File: src/rtl/assert_macros.svh
// Assertion helpers shared by the RTL
`ifndef ASSERT_MACROS_SVH
`define ASSERT_MACROS_SVH
`ifndef SYNTHESIS
`define RBES_ASSERT(lbl, clk, rstn, prop, msg) \
  lbl: assert property (@(posedge clk) disable iff (!rstn) prop) else $error(msg);
`define RBES_ASSERT_NR(lbl, clk, prop, msg) \
  lbl: assert property (@(posedge clk) prop) else $error(msg);
`else
`define RBES_ASSERT(lbl, clk, rstn, prop, msg)
`define RBES_ASSERT_NR(lbl, clk, prop, msg)
`endif
`endif

File: src/rtl/rbes_pkg.sv
package rbes_pkg;
  localparam int unsigned WordW = 32;
  localparam int unsigned FracW = 24;
  localparam int unsigned DivW  = WordW + FracW;

  typedef logic signed [WordW-1:0] word_t;
  typedef logic [DivW-1:0] dmag_t;

  // clamp a magnitude with sign into the signed word range
  function automatic word_t sat_mag(input dmag_t m, input logic neg);
    word_t r;
    if (neg) begin
      if (m >= dmag_t'({1'b1, {(WordW-1){1'b0}}})) r = {1'b1, {(WordW-1){1'b0}}};
      else r = -word_t'(m[WordW-1:0]);
    end else begin
      if (m > dmag_t'({1'b0, {(WordW-1){1'b1}}})) r = {1'b0, {(WordW-1){1'b1}}};
      else r = word_t'(m[WordW-1:0]);
    end
    return r;
  endfunction

  function automatic word_t sadd(input word_t a, input word_t b);
    logic signed [WordW:0] s;
    word_t r;
    s = {a[WordW-1], a} + {b[WordW-1], b};
    if (s[WordW] != s[WordW-1]) r = s[WordW] ? {1'b1, {(WordW-1){1'b0}}}
                                              : {1'b0, {(WordW-1){1'b1}}};
    else r = s[WordW-1:0];
    return r;
  endfunction
endpackage

File: src/rtl/rbes_mul.sv
module rbes_mul (
  input  logic           clk_i,
  input  rbes_pkg::word_t a_i,
  input  rbes_pkg::word_t b_i,
  output rbes_pkg::word_t res_o
);
  logic [2*rbes_pkg::WordW-1:0] prod_q, prod_d;
  logic neg_q, neg_d;
  logic [rbes_pkg::WordW-1:0] ma, mb;

  always_comb begin
    ma = a_i[rbes_pkg::WordW-1] ? -a_i : a_i;
    mb = b_i[rbes_pkg::WordW-1] ? -b_i : b_i;
    prod_d = ma * mb;
    neg_d = a_i[rbes_pkg::WordW-1] ^ b_i[rbes_pkg::WordW-1];
  end

  always_ff @(posedge clk_i) begin
    prod_q <= prod_d;
    neg_q <= neg_d;
  end

  assign res_o = rbes_pkg::sat_mag(
      rbes_pkg::dmag_t'(prod_q >> rbes_pkg::FracW), neg_q);
endmodule

File: config.mk
export PLATFORM = sky130hd
export DESIGN_NAME = rbes_mul
export DESIGN_NICKNAME = d
export VERILOG_FILES = /design/src/rtl/assert_macros.svh /design/src/rtl/rbes_pkg.sv /design/src/rtl/rbes_mul.sv
export SDC_FILE = /design/constraint.sdc
export NUM_CORES = 2
export LEC_CHECK = 0
export ABC_AREA = 1
export ABC_CLOCK_PERIOD_IN_PS = 20400
export BUFFER_PORTS_ARGS = -buffer_cell sky130_fd_sc_hd__buf_2
export CAP_MARGIN = 20
export CELL_PAD_IN_SITES_DETAIL_PLACEMENT = 1
export CELL_PAD_IN_SITES_GLOBAL_PLACEMENT = 1
export CORE_ASPECT_RATIO = 0.6
export CORE_UTILIZATION = 50
export CTS_CLUSTER_SIZE = 12
export DETAILED_ROUTE_END_ITERATION = 10
export PLACE_DENSITY = 0.87
export SLEW_MARGIN = 20
export SYNTH_ARGS = -nofsm -noshare
export SYNTH_HDL_FRONTEND = slang
export SYNTH_SLANG_ARGS = --single-unit
File: constraint.sdc
create_clock -name clk_i -period 20.4 [get_ports clk_i]
set_input_delay 2.04 -clock clk_i [delete_from_list [all_inputs] [get_ports clk_i]]
set_output_delay 2.04 -clock clk_i [all_outputs]
set_load 0.02 [all_outputs]
# Yosys cells after proc, flatten, opt, wreduce, memory -nomap -nowiden

Index checks and enable logic that the tools add are counted.
Widths: inputs -> output; s select.

Add/subtract/negate cells: 3
Multiply operators: 1
Magnitude comparators: 2
Multiplexer cells: 5
Bitwise logic cells: 1

Operator list:

| operator             | number |
|---|---|
| $mux 32              | 5 |
| $neg 32->32          | 3 |
| $mul 32x32->64       | 1 |
| $ge 40x32->1 const B | 1 |
| $gt 40x31->1 const B | 1 |
| $xor 1x1->1          | 1 |

Bits in registers: 65
Output and inout bits: 32

# Longest topological paths before layout

Word-level depth: 3
Gate-level depth with buffers: 44
Gate-level depth less buffers: 41

# Worst setup path before layout

OpenSTA, ideal clock, no wires.

Path type: input to register
Start: input port a_i[0]
End: register prod_q[48] in the netlist's numbering
Library setup time: 0.113 ns
Arrival time: 9.472 ns
Setup slack: 10.815 ns
Stages on the path: 38
Buffers on the path: 3
Cell sequence: buf_6 > clkinv_1 > clkbuf_1 > ha_1 > inv_1 > nor2_2 > inv_2 > nor2_4 > nand3_2 > nor2_1 > nand2_1 > nand2_2 > nand2_2 > xor2_2 > buf_2 > nand2_1 > fa_1 > fa_1 > [2 not listed] > inv_1 > fa_1 > fa_1 > fa_1 > inv_1 > fa_1 > inv_1 > ha_1 > nand2_1 > nor2_1 > inv_1 > nor2_1 > inv_1 > nor2_1 > nand3_1 > o21bai_1 > nand4_1 > nand2_1

Longest elaborated chain between the ends: 3

Ends and longest elaborated chain:

| element                    | RTL line       | RTL |
|---|---|---|
| start, declared            | rbes_mul.sv:3  | `input rbes_pkg::word_t a_i,` |
| $neg 32->32                | rbes_mul.sv:12 | `ma = a_i[rbes_pkg::WordW-1] ? -a_i : a_i;` |
| $mux 32 (*)                | rbes_mul.sv:12 |  |
| $mul 32x32->64 (*)         | rbes_mul.sv:14 | `prod_d = ma * mb;` |
| named net prod_d (one bit) | rbes_mul.sv:7  | `logic [2*rbes_pkg::WordW-1:0] prod_q, prod_d;` |
| end signal, assigned       | rbes_mul.sv:19 | `prod_q <= prod_d;` |
| end, declared              | rbes_mul.sv:7  |  |

The timed path passes the listed nets; every way through them passes the cells marked *.

# Final worst setup path

Start: input port a_i[0]
End: register prod_q[51] in the netlist's numbering

The elaborated chain is that of the path after synthesis.

==> results by stage <==
Synthesis:
- The synthesized design contains 41 register bits.
- The number of standard cells after synthesis is 4873.
- The synthesized area per cell is 7.660 um^2.
- For this run, the number of Yosys warnings is 0.
- The top flip-flop cell by instance count after synthesis is dfxtp_1.
- The distinct cell type count after synthesis is 53.
- In this run the cell area of the synthesized design comes to 0.03733 mm^2.
- The share of synthesized area occupied by flip-flops and latches is 2.199%.
- The number of enable flip-flop cells after synthesis is 0.
- The proportion of register bits with asynchronous set or reset after synthesis is 0%.
- Counting every net in the synthesized netlist gives 6096.

Die:
- From bottom edge to top edge, the die measures 213.6 um.
- The total area inside the core boundary comes to 0.07380 mm^2.
- The number of standard-cell rows in the floorplan is 77.
- The horizontal die dimension is 354.7 um.
- The die covers 0.07579 mm^2.
- The I/O pin count is 97.
- Once the floorplan was initialized, standard cells occupied 50.58% of the core.

Worst setup path:
- By instance count, the cell type seen most on the critical path is fa_1.
- The end point of the critical path is prod_q[51].
- The worst-path maximum fanout is 17.
- The critical path starts at a_i[0].
- The sort of element at the end of the critical path is a flip-flop.
- The worst path arrival time is 12.15 ns.
- The critical path in this run is classified as input port to flip-flop.
- The largest incremental delay on the critical path is 1.00 ns.
- In this run the number of cells on the critical path is 33.
- At the worst endpoint, the required time is 20.58 ns.
- The library cell contributing the largest single delay on the critical path is clkinv_1.
- Together, buffers and inverters on the worst path number 8.
- The kind of start point of the critical path is an input port.
- Grouping stages by cell kind, the critical path spends the most delay in adder cells.

Detailed routing:
- Detailed routing placed a total of 21.44 mm of wire on met3.
- Wires add up to 152.8 mm.
- In the final routing, the length of wire on met1 measures 59.27 mm.
- The detail route stage leaves a number of antenna-violating nets equal to 0.
- The length of routed met2 wiring is 62.86 mm.
- The via count is 34187.
- In the routed layout, each cell is associated on average with a via count of 5.837.
- The first-pass iteration count of the detailed router is 5.
- The violation count after the first detailed-routing iteration is 3340.
- Routed signal wires occupy layers up through met4.
- The detail-routed net length per standard cell is 26.09 um.
- In the routed design, unresolved DRC markers number 0.

Final layout:
- The final instance count without filler cells is 5857.
- The net total in the final layout is 6091.
- The most common library cell in the layout ignoring fill and taps is inv_1.
- The share of layout cells above drive strength 1 is 4.909%.
- The area growth from synthesis to layout is 4.223%.
- The number of fill cells is 9406.
- The library cells used most frequently in the layout, excluding fill and tap cells, are inv_1 (1242), nand2_1 (1006), fa_1 (895), nor2_1 (705), ha_1 (263).

Placement:
- The number of input and output port buffers inserted is 96.
- At the end of routability-driven placement, the weighted congestion stood at 1.028.
- Once placement completed, the tool counted placed cells totaling 5848.
- The final HPWL from detailed placement is 127.0 mm.

Clock tree:
- After clock tree synthesis, the clock-pin slew on the worst setup and hold paths is 0.06 ns.
- The cell sitting at the root of the clock tree is a clkbuf_16.
- The setup fix buffers added after clock tree synthesis is 0.
- Counting every sink on the clock net gives 41.
- The number of buffers inserted during clock tree synthesis is 5.
- The maximum buffer depth of the clock tree is 2.
- The number of buffers inserted by hold repair at cts is 0.
- TritonCTS built the clock tree.
- The post-cts sizing count is 0.
- The number of H-tree levels is 2.

STA:
- The worst pin sits at a relative slew slack of 19.15%.
- Setup repair after global routing left no endpoint under its margin.
- The number of pins with negative max-slew slack in the final report is 0.
- The count of endpoints failing hold in the final timing report is 0.
- The maximum clock rate is 0.08354 GHz.
- The part of the cycle the worst path needs is 58.68%.
- For the pin with the worst max-slew slack, the measured transition is 1.211 ns.
- The worst path needs 11.97 ns of the cycle, external delays included.
- Setup total negative slack on the finished layout was measured at 0 ns.
- The setup violation total in the final timing report is 0.

GRT:
- The number of antenna violations at the first check in global routing is 3.
- The total global routing track utilization is 41.56%.
- The pin count of the biggest net entering global routing is 35.
- The via count of the first global-routing pass is 38210.
- For this run the aggregate overflow at the end of global routing stands at 0.
- The first global-routing pass estimated 231.9 mm of wire.

Hold path:
- The min-delay analysis places its worst path in the category input port to flip-flop.

Run status:
- The run finished with clean final reports.

Job:
- The count of maximum capacitance violations is 0.
[registers in the layout (all words and copies together), names as in the netlist]
register  flops
neg_q         1
prod_q       40
[stage by stage]
step | instance area (um^2) | hold WS [ns] | utilization (%) | worst slack (ns)
6_report | 38900 | 2.555 | 52.72 | 8.430
5_1_grt | 38900 | 2.522 | 52.71 | 8.164
4_1_cts | 38900 | 2.521 | 52.71 | 8.879
3_5_place_dp | 38740 | 2.675 | 52.50 | 8.595
3_3_place_gp | 38740 | 2.659 | 52.50 | 8.981
2_1_floorplan | 37330 | 2.516 | - | 10.82
[cell usage after synthesis, types with 6 or more instances]
master,count,area [um^2]
inv_1,1242,4662
a21oi_1,95,475.5
o21ai_0,93,465.5
xnor2_1,7,61.31
o31ai_1,9,67.56
o21bai_1,16,120.1
dfxtp_1,41,820.8
nand3_1,83,415.4
nand2_2,10,62.56
a31oi_1,7,43.79
inv_2,14,52.55
nand2_1,1006,3776
or2_2,12,75.07
nor2_1,705,2646
nand4_1,31,193.9
a21o_1,10,75.07
clkbuf_1,85,319.1
ha_1,263,3291
nor3_1,32,160.2
fa_1,895,17920
buf_2,71,355.3
buf_4,6,45.04
xor2_1,42,367.9
nor4_1,11,68.82
nor2_2,8,50.05
[how the worst min path moves through the flow]
| stage | from | endpoint | slack (ns) | depth (start not counted) |
|---|---|---|---|---|
| after floorplan | a_i[31] | neg_q | 2.52 | 3 |
| after global placement | prod_q[24] | res_o[0] | 2.66 | 3 |
| after detailed placement | prod_q[49] | res_o[25] | 2.67 | 3 |
| after CTS | b_i[31] | neg_q | 2.52 | 2 |
| after global routing | b_i[31] | neg_q | 2.52 | 2 |
| final | b_i[31] | neg_q | 2.55 | 2 |
[per-layer routing]
| metal | up-vias | track usage (%) |
|---|---|---|
| li1 | 13992 | - |
| met1 | 17390 | 55.12 |
| met2 | 2226 | 61.83 |
| met3 | 579 | 13.08 |
| met4 | 0 | 20.59 |
| met5 | - | 0 |
[cell families (layout without fill, tap and decap cells)]
logic type                 count (synthesis)  in the layout  synth area share [%]
and+or+nand+nor                         1928           1928                 20.65
xor gates and xnor gates                  58             58                 1.632
AOI/OAI and AO/OA                        258            258                 3.928
DFF                                       41             41                 2.199
buffers and inverters                   1430           1426                 14.78
adders and majority gates               1158           1158                 56.81
other                                      0              1                     0
[final cells by class]
cell class	instances	area [um^2]	share of cell area, %
multi-input cells	3402	31010	79.72
inverters	1260	4730	12.16
well taps	987	1235	3.174
repair buffers	158	945.9	2.431
flip-flops and latches	41	820.8	2.110
clock buffers	7	152.6	0.3924
clock inverters	1	5.005	0.01286
diodes	1	2.502	0.006432
Power is left out: the tool's default activity adds up to more than one toggle a clock period on the data nets, which glitch-free logic cannot reach.
