<file path="config.mk">
export PLATFORM = sky130hd
export DESIGN_NAME = rbes_div
export DESIGN_NICKNAME = d
export VERILOG_FILES = /design/src/rtl/assert_macros.svh /design/src/rtl/rbes_pkg.sv /design/src/rtl/rbes_div.sv
export SDC_FILE = /design/constraint.sdc
export NUM_CORES = 1
export LEC_CHECK = 0
export ABC_AREA = 1
export BUFFER_PORTS_ARGS = -buffer_cell sky130_fd_sc_hd__buf_2
export CORE_UTILIZATION = 45
export CTS_CLUSTER_SIZE = 25
export DETAILED_ROUTE_END_ITERATION = 10
export PLACE_DENSITY = 0.72
export SYNTH_ARGS = -nofsm -noshare
export SYNTH_HDL_FRONTEND = slang
export SYNTH_SLANG_ARGS = --single-unit
</file>
<file path="constraint.sdc">
create_clock -name clk_i -period 6.7 [get_ports clk_i]
set_input_delay 0.335 -clock clk_i [delete_from_list [all_inputs] [get_ports clk_i]]
set_output_delay 0.335 -clock clk_i [all_outputs]
set_load 0.1 [all_outputs]
</file>
<file path="src/rtl/assert_macros.svh">
// Assertion helpers shared by the RTL
`ifndef ASSERT_MACROS_SVH
`define ASSERT_MACROS_SVH
`ifndef SYNTHESIS
`define RBES_ASSERT(lbl, clk, rstn, prop, msg) \
  lbl: assert property (@(posedge clk) disable iff (!rstn) prop) else $error(msg);
`define RBES_ASSERT_NR(lbl, clk, prop, msg) \
  lbl: assert property (@(posedge clk) prop) else $error(msg);
`else
`define RBES_ASSERT(lbl, clk, rstn, prop, msg)
`define RBES_ASSERT_NR(lbl, clk, prop, msg)
`endif
`endif

</file>
<file path="src/rtl/rbes_pkg.sv">
package rbes_pkg;
  localparam int unsigned WordW = 32;
  localparam int unsigned FracW = 24;
  localparam int unsigned DivW  = WordW + FracW;

  typedef logic signed [WordW-1:0] word_t;
  typedef logic [DivW-1:0] dmag_t;

  // clamp a magnitude with sign into the signed word range
  function automatic word_t sat_mag(input dmag_t m, input logic neg);
    word_t r;
    if (neg) begin
      if (m >= dmag_t'({1'b1, {(WordW-1){1'b0}}})) r = {1'b1, {(WordW-1){1'b0}}};
      else r = -word_t'(m[WordW-1:0]);
    end else begin
      if (m > dmag_t'({1'b0, {(WordW-1){1'b1}}})) r = {1'b0, {(WordW-1){1'b1}}};
      else r = word_t'(m[WordW-1:0]);
    end
    return r;
  endfunction

  function automatic word_t sadd(input word_t a, input word_t b);
    logic signed [WordW:0] s;
    word_t r;
    s = {a[WordW-1], a} + {b[WordW-1], b};
    if (s[WordW] != s[WordW-1]) r = s[WordW] ? {1'b1, {(WordW-1){1'b0}}}
                                              : {1'b0, {(WordW-1){1'b1}}};
    else r = s[WordW-1:0];
    return r;
  endfunction
endpackage

</file>
<file path="src/rtl/rbes_div.sv">
module rbes_div (
  input  logic                   clk_i,
  input  logic                   rst_ni,
  input  logic                   start_i,
  input  rbes_pkg::dmag_t        num_i,
  input  logic [rbes_pkg::WordW-1:0] den_i,
  output logic                   busy_o,
  output logic                   done_o,
  output rbes_pkg::dmag_t        quo_o
);
  localparam int unsigned CntW = $clog2(rbes_pkg::DivW);
  logic [rbes_pkg::WordW-1:0] rem_q, rem_d;
  rbes_pkg::dmag_t num_q, quo_q;
  logic [CntW-1:0] cnt_q;
  logic busy_q, done_q;
  logic [rbes_pkg::WordW:0] try_w;
  logic [rbes_pkg::WordW:0] diff_w;
  logic ge;

  always_comb begin
    try_w = {rem_q, num_q[rbes_pkg::DivW-1]};
    ge = try_w >= {1'b0, den_i};
    diff_w = try_w - {1'b0, den_i};
    rem_d = ge ? diff_w[rbes_pkg::WordW-1:0] : try_w[rbes_pkg::WordW-1:0];
  end

  always_ff @(posedge clk_i or negedge rst_ni) begin
    if (!rst_ni) begin
      busy_q <= 1'b0;
      done_q <= 1'b0;
      cnt_q <= '0;
    end else if (start_i) begin
      busy_q <= 1'b1;
      done_q <= 1'b0;
      cnt_q <= '0;
    end else if (busy_q) begin
      cnt_q <= cnt_q + 1'b1;
      if (cnt_q == CntW'(rbes_pkg::DivW - 1)) begin
        busy_q <= 1'b0;
        done_q <= 1'b1;
      end
    end else begin
      done_q <= 1'b0;
    end
  end

  always_ff @(posedge clk_i) begin
    if (start_i) begin
      rem_q <= '0;
      num_q <= num_i;
      quo_q <= '0;
    end else if (busy_q) begin
      rem_q <= rem_d;
      num_q <= num_q << 1;
      quo_q <= {quo_q[rbes_pkg::DivW-2:0], ge};
    end
  end

  assign busy_o = busy_q;
  assign done_o = done_q;
  assign quo_o = quo_q;
endmodule

</file>
== Yosys cells after proc, flatten, opt, wreduce, memory -nomap -nowiden ==
Cells that the tools add are included.
Word-level totals
  bits in registers: 152
  input bits: 91
  output and inout port bits: 58
  word-level logic and storage cells: 23
Cells by class
  add/subtract/negate cells: 2
  order comparisons: 1
  equal/unequal tests: 2
  mux-type cells: 11
  reductions and logical operators: 1
Operators with widths (count)
  56-bit two-way mux: 2
  33-bit by 32-bit greater-or-equal comparator with 1-bit output: 1
  32-bit two-way mux: 1
  32-bit subtractor: 1
  6-bit two-way mux: 2
  6-bit by 1-bit adder with 6-bit output (second input constant): 1
  6-bit equality test (second input constant): 1
  1-bit two-way mux: 6
  3-bit by 2-bit inequality test with 1-bit output (second input constant): 1
  2-bit nonzero test: 1

== Logic depth before layout (Yosys ltp) ==
  word-level depth: 4
  mapped depth: 16
  mapped depth without buffers: 16

== Worst setup path before layout ==
Ideal clock, no wire load.
  kind: flip-flop to flip-flop
  start: register busy_q, in the netlist busy_o
  end: register num_q[0] (enable)
  library setup time: 0.442 ns
  arrival: 3.099 ns
  data required time: 6.258 ns
  slack: 3.159 ns
  cell stages (with the launch flop): 4
  buffers on the path: 1
  clock period less this slack: 3.541 ns
  path through: dfrtp_1 > nor2_1 > inv_1 > clkbuf_1
Between the ends
  cells in the longest elaborated chain, start to end: 1
Ends and longest elaborated chain
  start: declaration: RTL line rbes_div.sv:15  | logic busy_q, done_q;
  start signal: assignment: RTL line rbes_div.sv:29  | busy_q <= 1'b0;
  start signal: assignment: RTL line rbes_div.sv:33  | busy_q <= 1'b1;
  start signal: assignment: RTL line rbes_div.sv:39  | busy_q <= 1'b0;
  2-bit nonzero test (no line)
  end signal: assignment: RTL line rbes_div.sv:50  | num_q <= num_i;
  end signal: assignment: RTL line rbes_div.sv:54  | num_q <= num_q << 1;
  end: declaration: RTL line rbes_div.sv:13  | rbes_pkg::dmag_t num_q, quo_q;
Every way passes these cells.
A chain may end at the register's enable or synchronous reset.

== Final worst setup path ==
  start: register rem_q[21] (netlist name)
  end: register rem_q[29] (netlist name)
Between the ends
  cells in the longest elaborated chain, start to end: 2
  elaborated cells between the ends (all ways): 3
  classes of those cells: 1 x add/sub; 1 x order compare; 1 x mux
Ends and longest elaborated chain
  start: declaration: RTL line rbes_div.sv:12  | logic [rbes_pkg::WordW-1:0] rem_q, rem_d;
  start signal: assignment: RTL line rbes_div.sv:53  | rem_q <= rem_d;
  32-bit subtractor or 33-bit by 32-bit greater-or-equal comparator with 1-bit output (tied branches): RTL line rbes_div.sv:23, rbes_div.sv:22
  32-bit two-way mux *: RTL line rbes_div.sv:24  | rem_d = ge ? diff_w[rbes_pkg::WordW-1:0] : try_w[rbes_pkg::WordW-1:0];
Every way passes the cells marked *; elsewhere a longest branch is shown, timed or not.

==> impl_metrics.py <==
metrics = {
    "floorplanning": {
        "start_util": 0.461,
        "core-area_um2": 18700,
        "pin_count": 149,
        "fp.dieArea_um2": 19700,
        "fp.dieW_um": 140,
        "fp.dieH_um": 140,
        "row_count": 50,
    },
    "timing": {
        "finalSetupViolCount": 0,
        "post-route-min-period_ps": 2530,
        "finClkSkew_ps": 18.8,
        "tns_ps": 0,
        "max_freq_ghz": 0.395,
        "slew_viol_final": 0,
        "fin_crit_sh": 0.378,
        "whs_ps": 174,
        "slew_headroom": 0.451,
        "worstMarginPinSlew_ps": 823,
        "rsz0062_at_grt": "false",
        "finalHoldViolations": 0,
    },
    "worst_setup_path": {
        "path_buf_inv": 0,
        "critical_path_class": "reg -> reg",
        "critPathMostFrequentCell": "nand2_1",
        "end_kind": "flip-flop",
        "regToRegStartpoint": "rem_q[21]",
        "crit_fanout": 33,
        "crit_path_cell_trace": "ha_1, nand2_1, nand2_1, a21oi_1, nand2_1, nand2_1, nand2_2, nor2_8, nand2_8, nand2_2, nand2_1, nand2_1, nand2_1",
        "worstPathRequired_ps": 7020,
        "slowest_stage": "nor2_8",
        "crit_arrival_ps": 2850,
        "path_delay_family": "simple AND/OR/NAND/NOR gates",
        "slowest_delay_ps": 400,
        "critPathLaunch": "rem_q[21]",
        "start_kind": "flip-flop",
    },
    "power": {
        "powerDensity_nw_per_um2": 354,
        "cellInternalPower_uw": 2190,
        "vdd_ir_drop_max_uv": 214,
        "p_sw_frac": 0.393,
        "power.leakage_uw": 0.00544,
        "pwr-share-seq": 0.319,
        "combPwrFrac": 0.393,
        "power.switching_uw": 1420,
        "fin_total_pwr_uw": 3600,
        "clockPowerShare": 0.288,
    },
    "routing": {
        "wl_per_cell_um": 12.9,
        "drt_iter0_markers": 459,
        "first_pass_iters": 5,
        "wl_mm": 20.9,
        "antenna_left": 0,
        "drc_errors": 0,
        "viasPerCell": 4.87,
        "vias": 7885,
    },
    "min_path": {
        "min_path_type": "in -> reg",
        "hp-start": "num_i[49]",
    },
    "global_routing": {
        "grt_pass1_wl_mm": 34.5,
        "groute.usage.overall": 0.219,
        "grt_pass1_vias": 7399,
        "antenna_found_initial": 1,
        "grt-ovfl-total": 0,
        "grt_max_degree": 82,
    },
    "synth": {
        "synthSimpleGateAreaFrac": 0.321,
        "ys_ff_latch": 152,
        "synthXorXnorAreaFrac": 0.0142,
        "syn-instance-count": 1236,
        "synth_top_family_by_area": "simple AND/OR/NAND/NOR gates",
        "syn-cell-area_um2": 8620,
        "synth_cell_types": 38,
        "synth_compound_area_frac": 0.0693,
        "yosys_warnings": 0,
        "yosys.area_share.adder": 0.0502,
        "syn_nets": 1361,
        "synth-edff-count": 56,
        "synth_ff_type": "dfxtp_1",
        "ys_seq_area_frac": 0.423,
        "synth.avg_cell_area_um2": 6.97,
        "muxShareOfSynthArea": 0,
        "synthArstFlopShare": 0.0526,
    },
    "clock_network": {
        "cts_buffers": 17,
        "insertion_delay_ps": 430,
        "clockBufferDepth": 2,
        "numClockSinks": 152,
        "cts_htree_levels": 4,
        "clk_pin_slew_ps": 70,
        "cts_root_buf": "clkbuf_16",
        "cts_tree": "built",
    },
    "job": {
        "cap_violations": 0,
    },
    "outcome": {
        "status": "completed",
    },
    "placement": {
        "port_buffers": 148,
        "placed_cell_area_um2": 9520,
        "gp_congestion": 0.930,
        "dp_hpwl_mm": 15.1,
    },
    "finish": {
        "drive_above_1_share": 0.152,
        "finalInstanceArea_um2": 10200,
        "area.growth.synth_to_final_pct": 18.1,
        "finalNetCount": 1497,
    },
}
cell usage after synthesis (2+ instances only):
master / count / area (um2)
dfrtp_1: 8 / 200
nand3b_1: 14 / 105
nand2_2: 7 / 43.8
o21bai_1: 2 / 15.0
inv_2: 3 / 11.3
buf_4: 2 / 15.0
buf_6: 3 / 33.8
o22ai_1: 54 / 338
nand2_1: 493 / 1850
and2_1: 3 / 18.8
nor2_1: 43 / 161
o21ai_0: 11 / 55.1
o21ai_1: 9 / 45.0
nor2_2: 6 / 37.5
nor3_1: 5 / 25.0
nor2_4: 2 / 22.5
buf_2: 4 / 20.0
nor4_1: 2 / 12.5
a21oi_1: 24 / 120
buf_1: 5 / 18.8
o21a_1: 2 / 15.0
nand4_1: 8 / 50.1
inv_1: 230 / 863
clkbuf_1: 24 / 90.1
ha_1: 33 / 413
xnor2_1: 13 / 114
edfxtp_1: 56 / 1680
dfxtp_1: 88 / 1760
nand3_1: 73 / 365
power groups by stage:
| stage | registers [uW] | logic, uW | clock network (uW) |
|---|---|---|---|
| after CTS | 1150 | 1410 | 1060 |
| after detailed placement | 1170 | 1400 | 0 |
| final | 1150 | 1420 | 1040 |
| after global placement | 1170 | 1390 | 0 |
| after global routing | 1160 | 1620 | 1090 |
| after floorplan | 1180 | 1090 | 0 |
through the flow:
| step | std cells | utilization | setup slack, ps |
|---|---|---|---|
| detailed placement | 1586 | 0.509 | 3880 |
| finish | 1620 | 0.544 | 4170 |
| floorplan | 1236 | - | 3160 |
| global route | 1620 | 0.544 | 3940 |
| global placement | 1586 | 0.509 | 3890 |
| CTS | 1619 | 0.544 | 4200 |
per-layer routing:
metal | up-vias | GRT usage | share of wire
li1 | 4126 | - | -
met2 | 190 | 0.352 | 0.45
met3 | 34 | 0.0622 | 0.060
met4 | 0 | 0.0752 | 0.021
met5 | - | 0 | 0
met1 | 3535 | 0.280 | 0.47
timing repair:
action,in CTS,in global routing
buffers inserted,0,0
hold buffers,1,0
endpoints found under the hold margin,8,0
gates resized for setup,0,0
final cells by class:
| class | instances | area [um2] |
|---|---|---|
| flip-flops and latches | 152 | 3640 |
| inverters | 234 | 881 |
| fillers | 1821 | 8530 |
| diodes | 1 | 2.50 |
| well taps | 234 | 293 |
| repair buffers | 155 | 796 |
| clock inverters | 14 | 206 |
| clock buffers | 18 | 429 |
| multi-input cells | 812 | 3920 |
placed cells by master (no fill, tap or decap), types with 9 or more instances in the layout:
cell / instances
nand2_1: 493
inv_1: 228
buf_2: 148
dfxtp_1: 88
nand3_1: 73
edfxtp_1: 56
o22ai_1: 54
nor2_1: 41
ha_1: 33
a21oi_1: 24
clkbuf_16: 17
nand3b_1: 14
xnor2_1: 13
o21ai_0: 11
o21ai_1: 9
registers in the layout, summed over array words and instances (netlist names):
signal	cells
num_q	56
busy_o	1
quo_o	56
cnt_q	6
rem_q	32
done_o	1
worst reg2reg max path, stage by stage (launching register included):
cell     delay [ps]
dfxtp_1         340
ha_1            390
nand2_1         110
nand2_1          80
a21oi_1         180
nand2_1         100
nand2_1          80
nand2_2          80
nor2_8          400
nand2_8         240
nand2_2         250
nand2_1          80
nand2_1          70
nand2_1          40
cells by family (layout without fill, tap and decap cells):
family,count (synthesis),after routing
and+or+nand+nor,661,661
xor gates and xnor gates,14,14
buffers and inverters,272,421
AOI/OAI and AO/OA,103,103
adders and majority gates,34,34
DFF,152,152
other,0,1
worst paths after layout:
path | slack, ps | cells after the start | endpoint
max | 4170 | 13 | rem_q[29]
min | 170 | 3 | num_q[49]
max reg2reg | 4170 | 13 | rem_q[29]
min reg2reg | 460 | 2 | quo_o[55]
max in group asynchronous | 6210 | 2 | cnt_q[5]
min in group asynchronous | 310 | 2 | done_o
Note: power is estimated with default switching activity, not from simulation.
